`config.mk`:
```
export PLATFORM = sky130hd
export DESIGN_NAME = quarter_rate_iq_magnitude_flat
export DESIGN_NICKNAME = d
export VERILOG_FILES = /design/src/design/qrim_pkg.sv /design/src/design/qrim_if.sv /design/src/design/qrim_regs.sv /design/src/design/qrim_mag.sv /design/src/design/quarter_rate_iq_magnitude.sv /design/src/flat_wrapper.sv
export VERILOG_INCLUDE_DIRS = /design/src /design/src/design
export SDC_FILE = /design/constraint.sdc
export NUM_CORES = 1
export LEC_CHECK = 0
export BUFFER_PORTS_ARGS = -buffer_cell sky130_fd_sc_hd__buf_2
export CAP_MARGIN = 5
export CORE_MARGIN = 3
export CORE_UTILIZATION = 65
export CTS_BUF_LIST = sky130_fd_sc_hd__clkbuf_4
export CTS_CLUSTER_DIAMETER = 60
export DETAILED_ROUTE_END_ITERATION = 10
export PLACE_DENSITY = 0.89
export SLEW_MARGIN = 40
export SYNTH_ARGS = -nofsm -noshare
export SYNTH_HDL_FRONTEND = slang
export SYNTH_SLANG_ARGS = --single-unit
```
`constraint.sdc`:
```
create_clock -name clk -period 12.2 [get_ports clk]
set_input_delay 0 -clock clk [delete_from_list [all_inputs] [get_ports clk]]
set_output_delay 0 -clock clk [all_outputs]
set_load 0.03 [all_outputs]
```
`src/design/assert_macros.svh`:
```
// ----------------------------------------------------------------------------
// Assertion macros
// Shared concurrent assertion shorthands for the design files.
// ----------------------------------------------------------------------------
`ifndef ASSERT_MACROS_SVH
`define ASSERT_MACROS_SVH

// Same-cycle implication, disabled while reset is asserted
`define QRIM_ASSERT_IMP(lbl, clk, rst_n, ante, cons) \
	lbl: assert property (@(posedge clk) disable iff (!rst_n) (ante) |-> (cons)) \
		else $error("qrim assertion failed");

// Next-cycle implication, disabled while reset is asserted
`define QRIM_ASSERT_NXT(lbl, clk, rst_n, ante, cons) \
	lbl: assert property (@(posedge clk) disable iff (!rst_n) (ante) |=> (cons)) \
		else $error("qrim assertion failed");

`endif

```
`src/design/qrim_pkg.sv`:
```
// ----------------------------------------------------------------------------
// qrim_pkg
// Widths, constants, state types and helpers of the quarter-rate I/Q
// demodulator with magnitude estimate.
// ----------------------------------------------------------------------------
package qrim_pkg;

	// Field widths of the channels
	localparam int SAMPLE_W   = 10;
	localparam int SUM_OUT_W  = 16;
	localparam int MAG_W      = 11;
	localparam int WINDOW_W   = 7;

	// Sizing of the datapath
	localparam int SAMPLE_BITS = 10;
	localparam int MAX_GROUPS  = 64;
	localparam int PRE_SHIFT   = 3;
	localparam int POST_SHIFT  = 8;
	localparam int ACC_W       = SAMPLE_BITS + 2 + $clog2(MAX_GROUPS);
	localparam int T_W         = ACC_W - PRE_SHIFT;
	localparam int SUM_W       = 2 * T_W;
	localparam int X_W         = SUM_W - POST_SHIFT;
	localparam int LEN_W       = $clog2(X_W + 1);
	localparam int K_W         = LEN_W - 1;

	// Limits and reset values
	localparam int SUM_LIMIT    = 32736;
	localparam int MAG_LIMIT    = 2047;
	localparam int WINDOW_RESET = 32;

	// Configuration port
	localparam int PADDR_W = 2;
	localparam int PDATA_W = 32;

	// Mixer phase codes
	localparam logic [1:0] PH_0 = 2'd0;
	localparam logic [1:0] PH_1 = 2'd1;
	localparam logic [1:0] PH_2 = 2'd2;
	localparam logic [1:0] PH_3 = 2'd3;

	typedef enum logic [1:0] {
		TS_RUN,
		TS_MAG,
		TS_HOLD
	} top_state_t;

	typedef enum logic [2:0] {
		MG_IDLE,
		MG_SQ_I,
		MG_SQ_Q,
		MG_NORM,
		MG_LEN,
		MG_ROOT,
		MG_DONE
	} mag_state_t;

	// Status of the magnitude unit toward the sequencer
	typedef struct packed {
		logic busy;
		logic done;
	} mag_stat_t;

	// Clamp a running sum to the output field range
	function automatic logic signed [SUM_OUT_W-1:0] sat_sum(input logic signed [ACC_W-1:0] v);
		logic signed [ACC_W-1:0] lim;
		lim = ACC_W'(SUM_LIMIT);
		if (v > lim) begin
			return SUM_OUT_W'(SUM_LIMIT);
		end else if (v < -lim) begin
			return -SUM_OUT_W'(SUM_LIMIT);
		end
		return v[SUM_OUT_W-1:0];
	endfunction

	// Clamp the window register to 1..MAX_GROUPS
	function automatic logic [WINDOW_W-1:0] eff_window(input logic [WINDOW_W-1:0] w);
		if (w == '0) begin
			return WINDOW_W'(1);
		end else if (w > WINDOW_W'(MAX_GROUPS)) begin
			return WINDOW_W'(MAX_GROUPS);
		end
		return w;
	endfunction

endpackage

```
`src/design/qrim_if.sv`:
```
// ----------------------------------------------------------------------------
// qrim channel interfaces
// Valid/ready channels for ADC samples in and window results out.
// ----------------------------------------------------------------------------
interface qrim_in_if;
	import qrim_pkg::*;

	logic                valid;
	logic                ready;
	logic [SAMPLE_W-1:0] sample;

	modport source (output valid, output sample, input ready);
	modport sink (input valid, input sample, output ready);
endinterface

interface qrim_out_if;
	import qrim_pkg::*;

	logic                        valid;
	logic                        ready;
	logic signed [SUM_OUT_W-1:0] in_phase_sum;
	logic signed [SUM_OUT_W-1:0] quadrature_sum;
	logic [MAG_W-1:0]            magnitude;

	modport source (output valid, output in_phase_sum, output quadrature_sum,
		output magnitude, input ready);
	modport sink (input valid, input in_phase_sum, input quadrature_sum,
		input magnitude, output ready);
endinterface

```
`src/design/qrim_regs.sv`:
```
// ----------------------------------------------------------------------------
// qrim_regs
// APB-style register file holding the window length.
// ----------------------------------------------------------------------------
module qrim_regs (
	input  logic                         clk,
	input  logic                         arst_n,
	input  logic                         psel,
	input  logic                         penable,
	input  logic                         pwrite,
	input  logic [qrim_pkg::PADDR_W-1:0] paddr,
	input  logic [qrim_pkg::PDATA_W-1:0] pwdata,
	output logic [qrim_pkg::PDATA_W-1:0] prdata,
	output logic                         pready,
	output logic [qrim_pkg::WINDOW_W-1:0] window_groups
);
	import qrim_pkg::*;

	logic [WINDOW_W-1:0] window_q;
	logic                wr_en;

	// Single register: every word address of the port decodes to it
	assign wr_en  = psel && penable && pwrite && (paddr[PADDR_W-1:0] == paddr);
	assign pready = 1'b1;

	// Write the window length on the access phase
	always_ff @(posedge clk or negedge arst_n) begin
		if (!arst_n) begin
			window_q <= WINDOW_W'(WINDOW_RESET);
		end else if (wr_en) begin
			window_q <= pwdata[WINDOW_W-1:0];
		end
	end

	assign prdata        = PDATA_W'(window_q);
	assign window_groups = window_q;

endmodule

```
`src/design/qrim_mag.sv`:
```
// ----------------------------------------------------------------------------
// qrim_mag
// Iterative magnitude unit: one shared multiplier squares both scaled sums,
// a one-bit-per-cycle scan finds the bit length, and a single Newton step
// from a power-of-two guess gives the root.
// ----------------------------------------------------------------------------
module qrim_mag (
	input  logic                              clk,
	input  logic                              arst_n,
	input  logic                              start,
	input  logic signed [qrim_pkg::ACC_W-1:0] acc_i,
	input  logic signed [qrim_pkg::ACC_W-1:0] acc_q,
	output qrim_pkg::mag_stat_t               stat,
	output logic [qrim_pkg::MAG_W-1:0]        magnitude
);
	import qrim_pkg::*;

	mag_state_t state_q, state_d;

	logic signed [T_W-1:0]   ti_q, tq_q;
	logic signed [T_W-1:0]   mul_op;
	logic signed [SUM_W-1:0] prod;
	logic [SUM_W-1:0]        sum_q;
	logic [X_W-1:0]          x_q, scan_q;
	logic [LEN_W-1:0]        len_q;
	logic [MAG_W-1:0]        mag_q;
	logic [K_W-1:0]          half_len;
	logic [X_W:0]            guess, quot, newton;
	logic [X_W-1:0]          root;
	logic [MAG_W-1:0]        root_sat;

	// Next state
	always_comb begin
		state_d = state_q;
		unique case (state_q)
			MG_IDLE: if (start) begin
				state_d = MG_SQ_I;
			end
			MG_SQ_I: state_d = MG_SQ_Q;
			MG_SQ_Q: state_d = MG_NORM;
			MG_NORM: state_d = MG_LEN;
			MG_LEN: if (scan_q == '0) begin
				state_d = MG_ROOT;
			end
			MG_ROOT: state_d = MG_DONE;
			MG_DONE: state_d = MG_IDLE;
			default: state_d = MG_IDLE;
		endcase
	end

	// Status outputs
	always_comb begin
		stat.busy = (state_q != MG_IDLE);
		stat.done = (state_q == MG_DONE);
	end

	always_ff @(posedge clk or negedge arst_n) begin
		if (!arst_n) begin
			state_q <= MG_IDLE;
		end else begin
			state_q <= state_d;
		end
	end

	// Shared squaring multiplier
	assign mul_op = (state_q == MG_SQ_Q) ? tq_q : ti_q;
	assign prod   = SUM_W'(mul_op) * SUM_W'(mul_op);

	// Newton step from the power-of-two guess; x/s is a shift
	assign half_len = len_q[LEN_W-1:1];
	assign guess    = (X_W+1)'(1) << half_len;
	assign quot     = {1'b0, x_q} >> half_len;
	assign newton   = guess + quot;
	assign root     = newton[X_W:1];
	assign root_sat = (root > X_W'(MAG_LIMIT)) ? MAG_W'(MAG_LIMIT) : root[MAG_W-1:0];

	// Datapath registers
	always_ff @(posedge clk) begin
		unique case (state_q)
			MG_IDLE: if (start) begin
				ti_q <= T_W'(acc_i >>> PRE_SHIFT);
				tq_q <= T_W'(acc_q >>> PRE_SHIFT);
			end
			MG_SQ_I: sum_q <= prod;
			MG_SQ_Q: sum_q <= sum_q + prod;
			MG_NORM: begin
				x_q    <= sum_q[SUM_W-1:POST_SHIFT];
				scan_q <= sum_q[SUM_W-1:POST_SHIFT];
				len_q  <= '0;
			end
			MG_LEN: if (scan_q != '0) begin
				scan_q <= scan_q >> 1;
				len_q  <= len_q + LEN_W'(1);
			end
			MG_ROOT: mag_q <= (x_q == '0) ? '0 : root_sat;
			MG_DONE: ;
			default: ;
		endcase
	end

	assign magnitude = mag_q;

endmodule

```
`src/design/quarter_rate_iq_magnitude.sv`:
```
// ----------------------------------------------------------------------------
// quarter_rate_iq_magnitude
// Quarter-rate I/Q mixer and accumulator with a windowed magnitude estimate.
// ----------------------------------------------------------------------------
// Throughput: one sample per cycle while no window closes.
// The sample that closes a window holds off input while the magnitude unit squares,
// scans the bit length and takes the root; the result is valid when input resumes.
// Input also waits while a finished result cannot enter a full output register.
// Reset clears sums, phase and group count and sets the window to 32 groups.
module quarter_rate_iq_magnitude (
	input  logic                         clk,
	input  logic                         arst_n,
	qrim_in_if.sink                      in_ch,
	qrim_out_if.source                   out_ch,
	input  logic                         psel,
	input  logic                         penable,
	input  logic                         pwrite,
	input  logic [qrim_pkg::PADDR_W-1:0] paddr,
	input  logic [qrim_pkg::PDATA_W-1:0] pwdata,
	output logic [qrim_pkg::PDATA_W-1:0] prdata,
	output logic                         pready
);
	import qrim_pkg::*;
	`include "assert_macros.svh"

	top_state_t state_q, state_d;

	logic [WINDOW_W-1:0]         window_groups;
	logic [WINDOW_W-1:0]         eff;
	logic signed [ACC_W-1:0]     acc_i_q, acc_q_q;
	logic signed [ACC_W-1:0]     acc_i_d, acc_q_d, samp;
	logic [1:0]                  phase_q;
	logic [WINDOW_W-1:0]         group_q;
	logic                        accept, win_end, slot_free, load;
	logic signed [SUM_OUT_W-1:0] pend_i_q, pend_q_q;
	logic                        out_valid_q;
	logic signed [SUM_OUT_W-1:0] out_i_q, out_q_q;
	logic [MAG_W-1:0]            out_mag_q;
	logic [MAG_W-1:0]            mag_value;
	mag_stat_t                   mag_stat;

	qrim_regs u_regs (
		.clk           (clk),
		.arst_n        (arst_n),
		.psel          (psel),
		.penable       (penable),
		.pwrite        (pwrite),
		.paddr         (paddr),
		.pwdata        (pwdata),
		.prdata        (prdata),
		.pready        (pready),
		.window_groups (window_groups)
	);

	qrim_mag u_mag (
		.clk       (clk),
		.arst_n    (arst_n),
		.start     (accept && win_end),
		.acc_i     (acc_i_d),
		.acc_q     (acc_q_d),
		.stat      (mag_stat),
		.magnitude (mag_value)
	);

	// Mix the sample into both sums
	assign samp = ACC_W'(in_ch.sample[SAMPLE_BITS-1:0]);
	always_comb begin
		unique case (phase_q)
			PH_0: begin
				acc_i_d = acc_i_q + samp;
				acc_q_d = acc_q_q + samp;
			end
			PH_1: begin
				acc_i_d = acc_i_q - samp;
				acc_q_d = acc_q_q + samp;
			end
			PH_2: begin
				acc_i_d = acc_i_q - samp;
				acc_q_d = acc_q_q - samp;
			end
			PH_3: begin
				acc_i_d = acc_i_q + samp;
				acc_q_d = acc_q_q - samp;
			end
			default: begin
				acc_i_d = acc_i_q;
				acc_q_d = acc_q_q;
			end
		endcase
	end

	assign eff       = eff_window(window_groups);
	assign win_end   = (phase_q == PH_3) && ((group_q + WINDOW_W'(1)) >= eff);
	assign accept    = in_ch.valid && in_ch.ready;
	assign slot_free = !out_valid_q || out_ch.ready;

	// Next state
	always_comb begin
		state_d = state_q;
		unique case (state_q)
			TS_RUN: if (accept && win_end) begin
				state_d = TS_MAG;
			end
			TS_MAG: if (mag_stat.done) begin
				state_d = slot_free ? TS_RUN : TS_HOLD;
			end
			TS_HOLD: if (slot_free) begin
				state_d = TS_RUN;
			end
			default: state_d = TS_RUN;
		endcase
	end

	// Handshake and load controls
	always_comb begin
		in_ch.ready = (state_q == TS_RUN);
		load        = ((state_q == TS_MAG && mag_stat.done) || state_q == TS_HOLD)
			&& slot_free;
	end

	always_ff @(posedge clk or negedge arst_n) begin
		if (!arst_n) begin
			state_q <= TS_RUN;
		end else begin
			state_q <= state_d;
		end
	end

	// Advance sums, phase and group count; clear them at window end
	always_ff @(posedge clk or negedge arst_n) begin
		if (!arst_n) begin
			acc_i_q <= '0;
			acc_q_q <= '0;
			phase_q <= PH_0;
			group_q <= '0;
		end else if (accept) begin
			if (win_end) begin
				acc_i_q <= '0;
				acc_q_q <= '0;
				group_q <= '0;
			end else begin
				acc_i_q <= acc_i_d;
				acc_q_q <= acc_q_d;
				if (phase_q == PH_3) begin
					group_q <= group_q + WINDOW_W'(1);
				end
			end
			phase_q <= phase_q + 2'd1;
		end
	end

	// Hold the clamped sums until the magnitude is ready
	always_ff @(posedge clk) begin
		if (accept && win_end) begin
			pend_i_q <= sat_sum(acc_i_d);
			pend_q_q <= sat_sum(acc_q_d);
		end
	end

	// Output register: drop on ready, load a finished result
	always_ff @(posedge clk or negedge arst_n) begin
		if (!arst_n) begin
			out_valid_q <= 1'b0;
		end else if (load) begin
			out_valid_q <= 1'b1;
		end else if (out_ch.ready) begin
			out_valid_q <= 1'b0;
		end
	end

	always_ff @(posedge clk) begin
		if (load) begin
			out_i_q   <= pend_i_q;
			out_q_q   <= pend_q_q;
			out_mag_q <= mag_value;
		end
	end

	assign out_ch.valid          = out_valid_q;
	assign out_ch.in_phase_sum   = out_i_q;
	assign out_ch.quadrature_sum = out_q_q;
	assign out_ch.magnitude      = out_mag_q;

	`QRIM_ASSERT_IMP(a_busy_blocks_input, clk, arst_n, mag_stat.busy, !in_ch.ready)
	`QRIM_ASSERT_IMP(a_done_only_in_mag, clk, arst_n, mag_stat.done, state_q == TS_MAG)
	`QRIM_ASSERT_NXT(a_window_clears, clk, arst_n, accept && win_end,
		acc_i_q == '0 && acc_q_q == '0 && group_q == '0 && phase_q == PH_0)
	`QRIM_ASSERT_NXT(a_load_sets_valid, clk, arst_n, load, out_valid_q)

endmodule

```
`src/flat_wrapper.sv`:
```
// flat-port wrapper written by rule: the top's interface ports become plain ports
module quarter_rate_iq_magnitude_flat import qrim_pkg::*;
  (clk, arst_n, psel, penable, pwrite, paddr, pwdata, prdata, pready, in_ch_valid, in_ch_sample, in_ch_ready, out_ch_valid, out_ch_in_phase_sum, out_ch_quadrature_sum, out_ch_magnitude, out_ch_ready);
  qrim_in_if in_ch_i ();
  qrim_out_if out_ch_i ();
  input  logic clk;
  input  logic arst_n;
  input  logic psel;
  input  logic penable;
  input  logic pwrite;
  input  logic [qrim_pkg::PADDR_W-1:0] paddr;
  input  logic [qrim_pkg::PDATA_W-1:0] pwdata;
  output logic [qrim_pkg::PDATA_W-1:0] prdata;
  output logic pready;
  input wire logic [$bits(in_ch_i.valid)-1:0] in_ch_valid;
  input wire logic [$bits(in_ch_i.sample)-1:0] in_ch_sample;
  output wire logic [$bits(in_ch_i.ready)-1:0] in_ch_ready;
  output wire logic [$bits(out_ch_i.valid)-1:0] out_ch_valid;
  output wire logic [$bits(out_ch_i.in_phase_sum)-1:0] out_ch_in_phase_sum;
  output wire logic [$bits(out_ch_i.quadrature_sum)-1:0] out_ch_quadrature_sum;
  output wire logic [$bits(out_ch_i.magnitude)-1:0] out_ch_magnitude;
  input wire logic [$bits(out_ch_i.ready)-1:0] out_ch_ready;
  assign in_ch_i.valid = in_ch_valid;
  assign in_ch_i.sample = in_ch_sample;
  assign in_ch_ready = in_ch_i.ready;
  assign out_ch_valid = out_ch_i.valid;
  assign out_ch_in_phase_sum = out_ch_i.in_phase_sum;
  assign out_ch_quadrature_sum = out_ch_i.quadrature_sum;
  assign out_ch_magnitude = out_ch_i.magnitude;
  assign out_ch_i.ready = out_ch_ready;
  quarter_rate_iq_magnitude u_core (.clk(clk), .arst_n(arst_n), .in_ch(in_ch_i), .out_ch(out_ch_i), .psel(psel), .penable(penable), .pwrite(pwrite), .paddr(paddr), .pwdata(pwdata), .prdata(prdata), .pready(pready));
endmodule
```
==> impl_metrics.yaml, run 1 <==
worst_hold_path:
  hp-class: "in -> reg"
global_route:
  grt_max_degree: 64
  grt.overflow.total: 0
  grt_pass1_vias: 18340
  grtUsageTotal_pct: 29.35
  grt_pass1_wl_um: 90530
  antenna_found_initial: 1
floorplanning:
  die_area_um2: 37440
  die-height_um: 193.5
  start_util_pct: 66.00
  rows: 68
  io_pins: 129
  core_area_um2: 34630
  fp.dieW_um: 193.5
placed_design:
  port_buffers: 75
  placed_cells: 2842
  hpwlAfterDp_um: 41460
  gp_congestion: 0.9440
drt:
  first_pass_iters: 6
  routed_wl_um: 55380
  ant_nets: 0
  wl_per_cell_um: 18.58
  via_per_inst: 6.055
  vias: 18050
  drt-initial-drc-count: 1571
  drc: 0
clocking:
  post_cts_resized: 0
  clk_latency_ns: 0.75
  cts_tree: "yes"
  cts-root-buf: "clkbuf_4"
  clk_pin_slew_worst_paths_ns: 0.07
  clock_path_buffers: 3
  post-cts-setup-buffers: 0
  numCtsBuffers: 60
  h-tree-depth: 2
  cts_sinks: 253
synth:
  yosys_warnings: 0
  yosysMostFrequentCell: "inv_1"
  async_reset_ff_share_pct: 22.92
  syn_area_um2: 22850
  synthTopCellsByCount: "inv_1, nand2_1, fa_1, edfxtp_1, ha_1"
  synth_cell_types: 79
  synth.largest_area_cell: "edfxtp_1"
  synth_seq_cells: 253
  yosysSeqAreaShare_pct: 31.98
  syn_inst: 2354
  ys_top_cells_by_area: "edfxtp_1, fa_1, ha_1"
  syn_area_per_cell_um2: 9.708
  synth_ff_type: "edfxtp_1"
  synth_edf_count: 195
  synth_top_area_share_pct: 25.62
flow_run:
  drv_cap: 0
setup_path:
  cp-start-kind: "flip-flop"
  end_kind: "flip-flop"
  slowest_delay_ns: 0.71
  cp.arrival_ns: 11.39
  worstPathRequired_ns: 12.70
  crit_type: "reg -> reg"
  critPathMaxFanout: 15
  cp_slowest_cell: "mux2i_1"
sta:
  final_hold_viol_count: 0
  period_needed_ns: 10.88
  fin_worst_skew_ns: 0.05296
  setup_viol: 0
  fin_setup_tns_ns: 0
  worst_slew_pin_slew_ns: 0.8638
  maxSlewViolCount: 0
  timing.final.crit_share_pct: 89.21
  slew-limit-headroom_pct: 41.88
  rsz0062_at_grt: "false"
  fmax_mhz: 91.88
finish:
  area_growth_pct: 8.213
  finalNonFillerCells: 2980
  layout-drive-gt1-share_pct: 9.707
  nets: 2903
  nFillCells: 2310
outcome:
  status: "finished, final reports clean"
[worst max-delay path, delay by kind of cell, from the launching register on]
kind | cells | cell delay, ns
adders and majority gates | 8 | 3.86
AOI/OAI and AO/OA | 11 | 2.95
xor gates and xnor gates | 2 | 0.38
muxes | 1 | 0.71
buffers and inverters | 6 | 0.78
DFF | 1 | 0.51
and+or+nand+nor | 7 | 1.44
[repair_timing]
action | CTS | global route
endpoints found under the hold margin | 100 | 0
endpoints found under the setup margin | 0 | 0
hold buffers | 23 | 0
[metal layers]
metal / up-vias / global-route usage, % / routed length, um
met1: 8728 / 36.68 / 20950
met5: - / 0 / 0
met2: 900 / 49.48 / 27350
met4: 0 / 15.05 / 2955
met3: 239 / 5.085 / 4122
li1: 8178 / - / -
[path summary, 6_finish.rpt]
| check | cells after the start | slack, ns | endpoint | start |
|---|---|---|---|---|
| hold / removal | 5 | 0.08 | u_core.acc_q_q[2] | in_ch_sample[2] |
| setup reg to reg | 35 | 1.32 | u_core.u_mag.sum_q[29] | u_core.u_mag.state_q[1] |
| min in group asynchronous | 4 | 0.48 | u_core.u_regs.window_groups[2] | arst_n |
| hold reg to reg | 0 | 0.41 | u_core.out_ch.in_phase_sum[8] | u_core.pend_i_q[8] |
| max in group asynchronous | 4 | 11.16 | u_core.out_ch.valid | arst_n |
| setup / recovery | 35 | 1.32 | u_core.u_mag.sum_q[29] | u_core.u_mag.state_q[1] |
[through the flow]
step | instance area, um2 | hold WS (ns) | utilization, % | setup WS (ns)
6_report | 24730 | 0.07826 | 71.42 | 1.316
5_1_grt | 24730 | 0.07771 | 71.42 | 0.8007
4_1_cts | 24710 | 0.008790 | 71.36 | 1.589
3_5_place_dp | 23680 | 0.1975 | 68.38 | 1.648
3_3_place_gp | 23640 | 0.1936 | 68.28 | 1.876
2_1_floorplan | 22940 | -0.2956 | - | 2.911
[registers in the layout, summed over array words and instances (netlist names)]
name / count
u_core.u_mag.sum_q: 30
u_core.u_mag.scan_q: 22
u_core.u_mag.x_q: 22
u_core.acc_i_q: 18
u_core.acc_q_q: 18
u_core.out_ch.in_phase_sum: 16
u_core.out_ch.quadrature_sum: 16
u_core.pend_i_q: 16
u_core.pend_q_q: 16
u_core.u_mag.ti_q: 15
u_core.u_mag.tq_q: 15
u_core.out_ch.magnitude: 11
u_core.u_mag.magnitude: 11
u_core.group_q: 7
u_core.u_regs.window_groups: 7
u_core.u_mag.len_q: 5
u_core.u_mag.state_q: 3
u_core.phase_q: 2
u_core.state_q: 2
u_core.out_ch.valid: 1
[cell families after synthesis]
group	after synthesis	share of synthesized area, %
other	2	0.03286
xor gates and xnor gates	126	4.944
and+or+nand+nor	669	13.05
buffers and inverters	434	7.566
DFF	253	31.98
muxes	63	3.208
AOI/OAI and AO/OA	428	12.00
adders and majority gates	379	27.22
[layout by cell type (no fill, tap or decap), drive strengths merged, types with 14 or more instances in the layout]
| cell type | synthesis | layout |
|---|---|---|
| a31oi | 14 | 14 |
| xnor2 | 80 | 80 |
| nor4 | 16 | 16 |
| o31ai | 37 | 37 |
| xor2 | 46 | 46 |
| clkinv | 5 | 26 |
| o21a | 15 | 15 |
| edfxtp | 195 | 195 |
| dlygate4sd3 | 0 | 23 |
| dfrtp | 57 | 57 |
| mux2i | 45 | 45 |
| nand2b | 26 | 26 |
| a21o | 46 | 46 |
| o21ai | 91 | 91 |
| nor3 | 31 | 31 |
| fa | 197 | 197 |
| a211oi | 15 | 15 |
| inv | 341 | 341 |
| ha | 182 | 182 |
| buf | 42 | 98 |
| and3 | 17 | 17 |
| conb | 2 | 26 |
| nand3 | 29 | 29 |
| nor2b | 15 | 15 |
| nor2 | 166 | 166 |
| nand2 | 306 | 306 |
| a21oi | 138 | 138 |
| o21bai | 17 | 17 |
| clkbuf | 46 | 91 |
[layout make-up]
cell class,count,area (um2),area share [%]
clock inverter,22,120.1,0.4857
tap,455,569.3,2.302
sequential,253,7308,29.55
clock buffer,91,683.2,2.762
inverter,346,1299,5.252
antenna,1,2.502,0.01012
timing repair buffer,121,785.8,3.177
multi-input combinational,1691,13960,56.46
Power of run 1 is left out: the tool's default activity adds up to more than one toggle a clock period on the data nets, which glitch-free logic cannot reach.
==> run 2, diff against run 1 <==
Settings changed: ABC_CLOCK_PERIOD_IN_PS set to 12200, CORE_UTILIZATION 65 to 25, PLACE_DENSITY 0.89 to 0.44.
==> run 2 against run 1 <==
Against the previous run: setup slack improved by 0.31 ns; clock-buffer cell count rose by 10; worst hold slack gained 0.066 ns; non-clock buffer count increased by 12; die area grew to 2.5 times the previous value; via count decreased by 7.0%; fmax increased by 3.0%; highest routed layer unchanged; design area rose by 4.8%; wire length increased by 4.2%; sequential share of layout area down 1.4 points; global-route usage decreased by 17 points; critical path type unchanged.
==> impl_metrics.yaml, run 2 (same netlist as run 1, synthesis figures left out) <==
outcome:
  status: "finished, final reports clean"
finish:
  area_growth_pct: 13.40
  largest_register_ffs: 30
  mostFrequentLayoutCells: "inv_1, nand2_1, fa_1"
  nFillCells: 9533
  finalNonFillerCells: 3730
  regMostFlops: "u_core.u_mag.sum_q"
  nets: 2928
  reg.largest.list: "u_core.u_mag.sum_q (30), u_core.u_mag.scan_q (22), u_core.u_mag.x_q (22)"
  final_common_cell: "inv_1"
  layout-drive-gt1-share_pct: 10.54
floorplanning:
  io_pins: 129
  start_util_pct: 25.31
  die-height_um: 308.3
  core_area_um2: 90290
  die_area_um2: 95080
  fp.dieW_um: 308.3
  rows: 110
setup_path:
  worstPathRequired_ns: 12.74
  cp_common_cell: "inv_1"
  critPathMaxFanout: 14
  slowest_delay_ns: 0.56
  end_kind: "flip-flop"
  crit_type: "reg -> reg"
  path_buf_inv: 7
  cp_slowest_cell: "fa_1"
  cp.arrival_ns: 11.11
  path_delay_family: "adder cells"
  cp-start-kind: "flip-flop"
drt:
  first_pass_iters: 5
  ant_nets: 0
  drt-initial-drc-count: 1052
  via_per_inst: 4.499
  drc: 0
  vias: 16780
  routed_wl_um: 57680
  wl_per_cell_um: 15.46
clocking:
  clk_pin_slew_worst_paths_ns: 0.07
  h-tree-depth: 3
  post-cts-setup-buffers: 0
  clock_path_buffers: 3
  cts_hold_buffers: 31
  cts-root-buf: "clkbuf_4"
  numCtsBuffers: 73
  cts_tree: "yes"
  cts_sinks: 253
  clk_latency_ns: 0.85
  post_cts_resized: 0
global_route:
  grt_pass1_vias: 17880
  antenna_found_initial: 2
  grt.overflow.total: 0
  grt_pass1_wl_um: 94360
  grt_max_degree: 64
  grt.busiest_layer: "met2"
  grtUsageTotal_pct: 12.41
  grt_util_met3_pct: 2.211
  grt_util_met1_pct: 15.51
  grtUsageMet2_pct: 21.22
placed_design:
  port_buffers: 75
  hpwlAfterDp_um: 45450
  pre_cts_slack_ns: 1.603
  placed_cells: 3567
  gp_congestion: 0.8338
sta:
  period_needed_ns: 10.57
  worst_slew_pin_slew_ns: 0.7843
  setup_viol: 0
  timing.final.crit_share_pct: 86.63
  slew-limit-headroom_pct: 46.22
  whs_ns: 0.1447
  final_hold_viol_count: 0
  postLayoutSetupSlackWorst_ns: 1.631
  rsz0062_at_grt: "false"
  maxSlewViolCount: 0
  fmax_mhz: 94.62
  fin_worst_skew_ns: 0.1050
  fin_setup_tns_ns: 0
worst_hold_path:
  hp-class: "in -> reg"
flow_run:
  drv_cap: 0
-- run 2: cell count changes in the layout (fill, tap and decap cells not counted), moves of 2 or more --
cell,change
clkinv_2,+5
dlygate4sd3_1,+8
buf_4,+2
clkbuf_4,+10
clkinv_1,-3
inv_6,+2
-- run 2: final timing paths --
check	from	depth (start not counted)	slack (ns)	end
setup / recovery	u_core.u_mag.state_q[2]	35	1.63	u_core.u_mag.sum_q[29]
hold / removal	in_ch_sample[9]	6	0.14	u_core.acc_i_q[9]
setup reg to reg	u_core.u_mag.state_q[2]	35	1.63	u_core.u_mag.sum_q[29]
hold reg to reg	u_core.u_mag.magnitude[2]	0	0.42	u_core.out_ch.magnitude[2]
max in group asynchronous	arst_n	4	11.33	u_core.acc_q_q[13]
min in group asynchronous	arst_n	4	0.35	u_core.acc_i_q[15]
-- run 2: worst reg2reg max path, delay by kind of cell, from the launching register on --
family / cells / cell delay, ns
AOI/OAI and AO/OA: 11 / 2.98
muxes: 1 / 0.54
xor gates and xnor gates: 2 / 0.37
buffers and inverters: 7 / 0.89
DFF: 1 / 0.51
and+or+nand+nor: 6 / 1.21
adders and majority gates: 8 / 3.84
-- run 2: layout make-up --
cell class                 instances  area, um2  area share (%)
multi-input combinational       1691      13970           53.93
sequential                       253       7308           28.20
tap                             1176       1471           5.678
inverter                         346       1299           5.012
timing repair buffer             133      907.1           3.500
clock buffer                     101      758.2           2.926
clock inverter                    29      193.9          0.7484
antenna                            1      2.502        0.009656
-- run 2: per-stage QoR --
stage,area (um2),utilization [%]
global route,25910,28.70
detailed placement,24640,27.29
global placement,24580,27.23
finish,25910,28.70
floorplan,22940,-
CTS,25900,28.69
-- run 2: routing by layer --
layer  part of all wire (%)  up-vias  routed length, um
met5                      0        -                  0
met4                    3.2        0               1863
met3                    3.7      110               2144
met2                     48      313              27630
met1                     45     8119              26040
li1                       -     8240                  -
Power of run 2 is left out for the same reason.
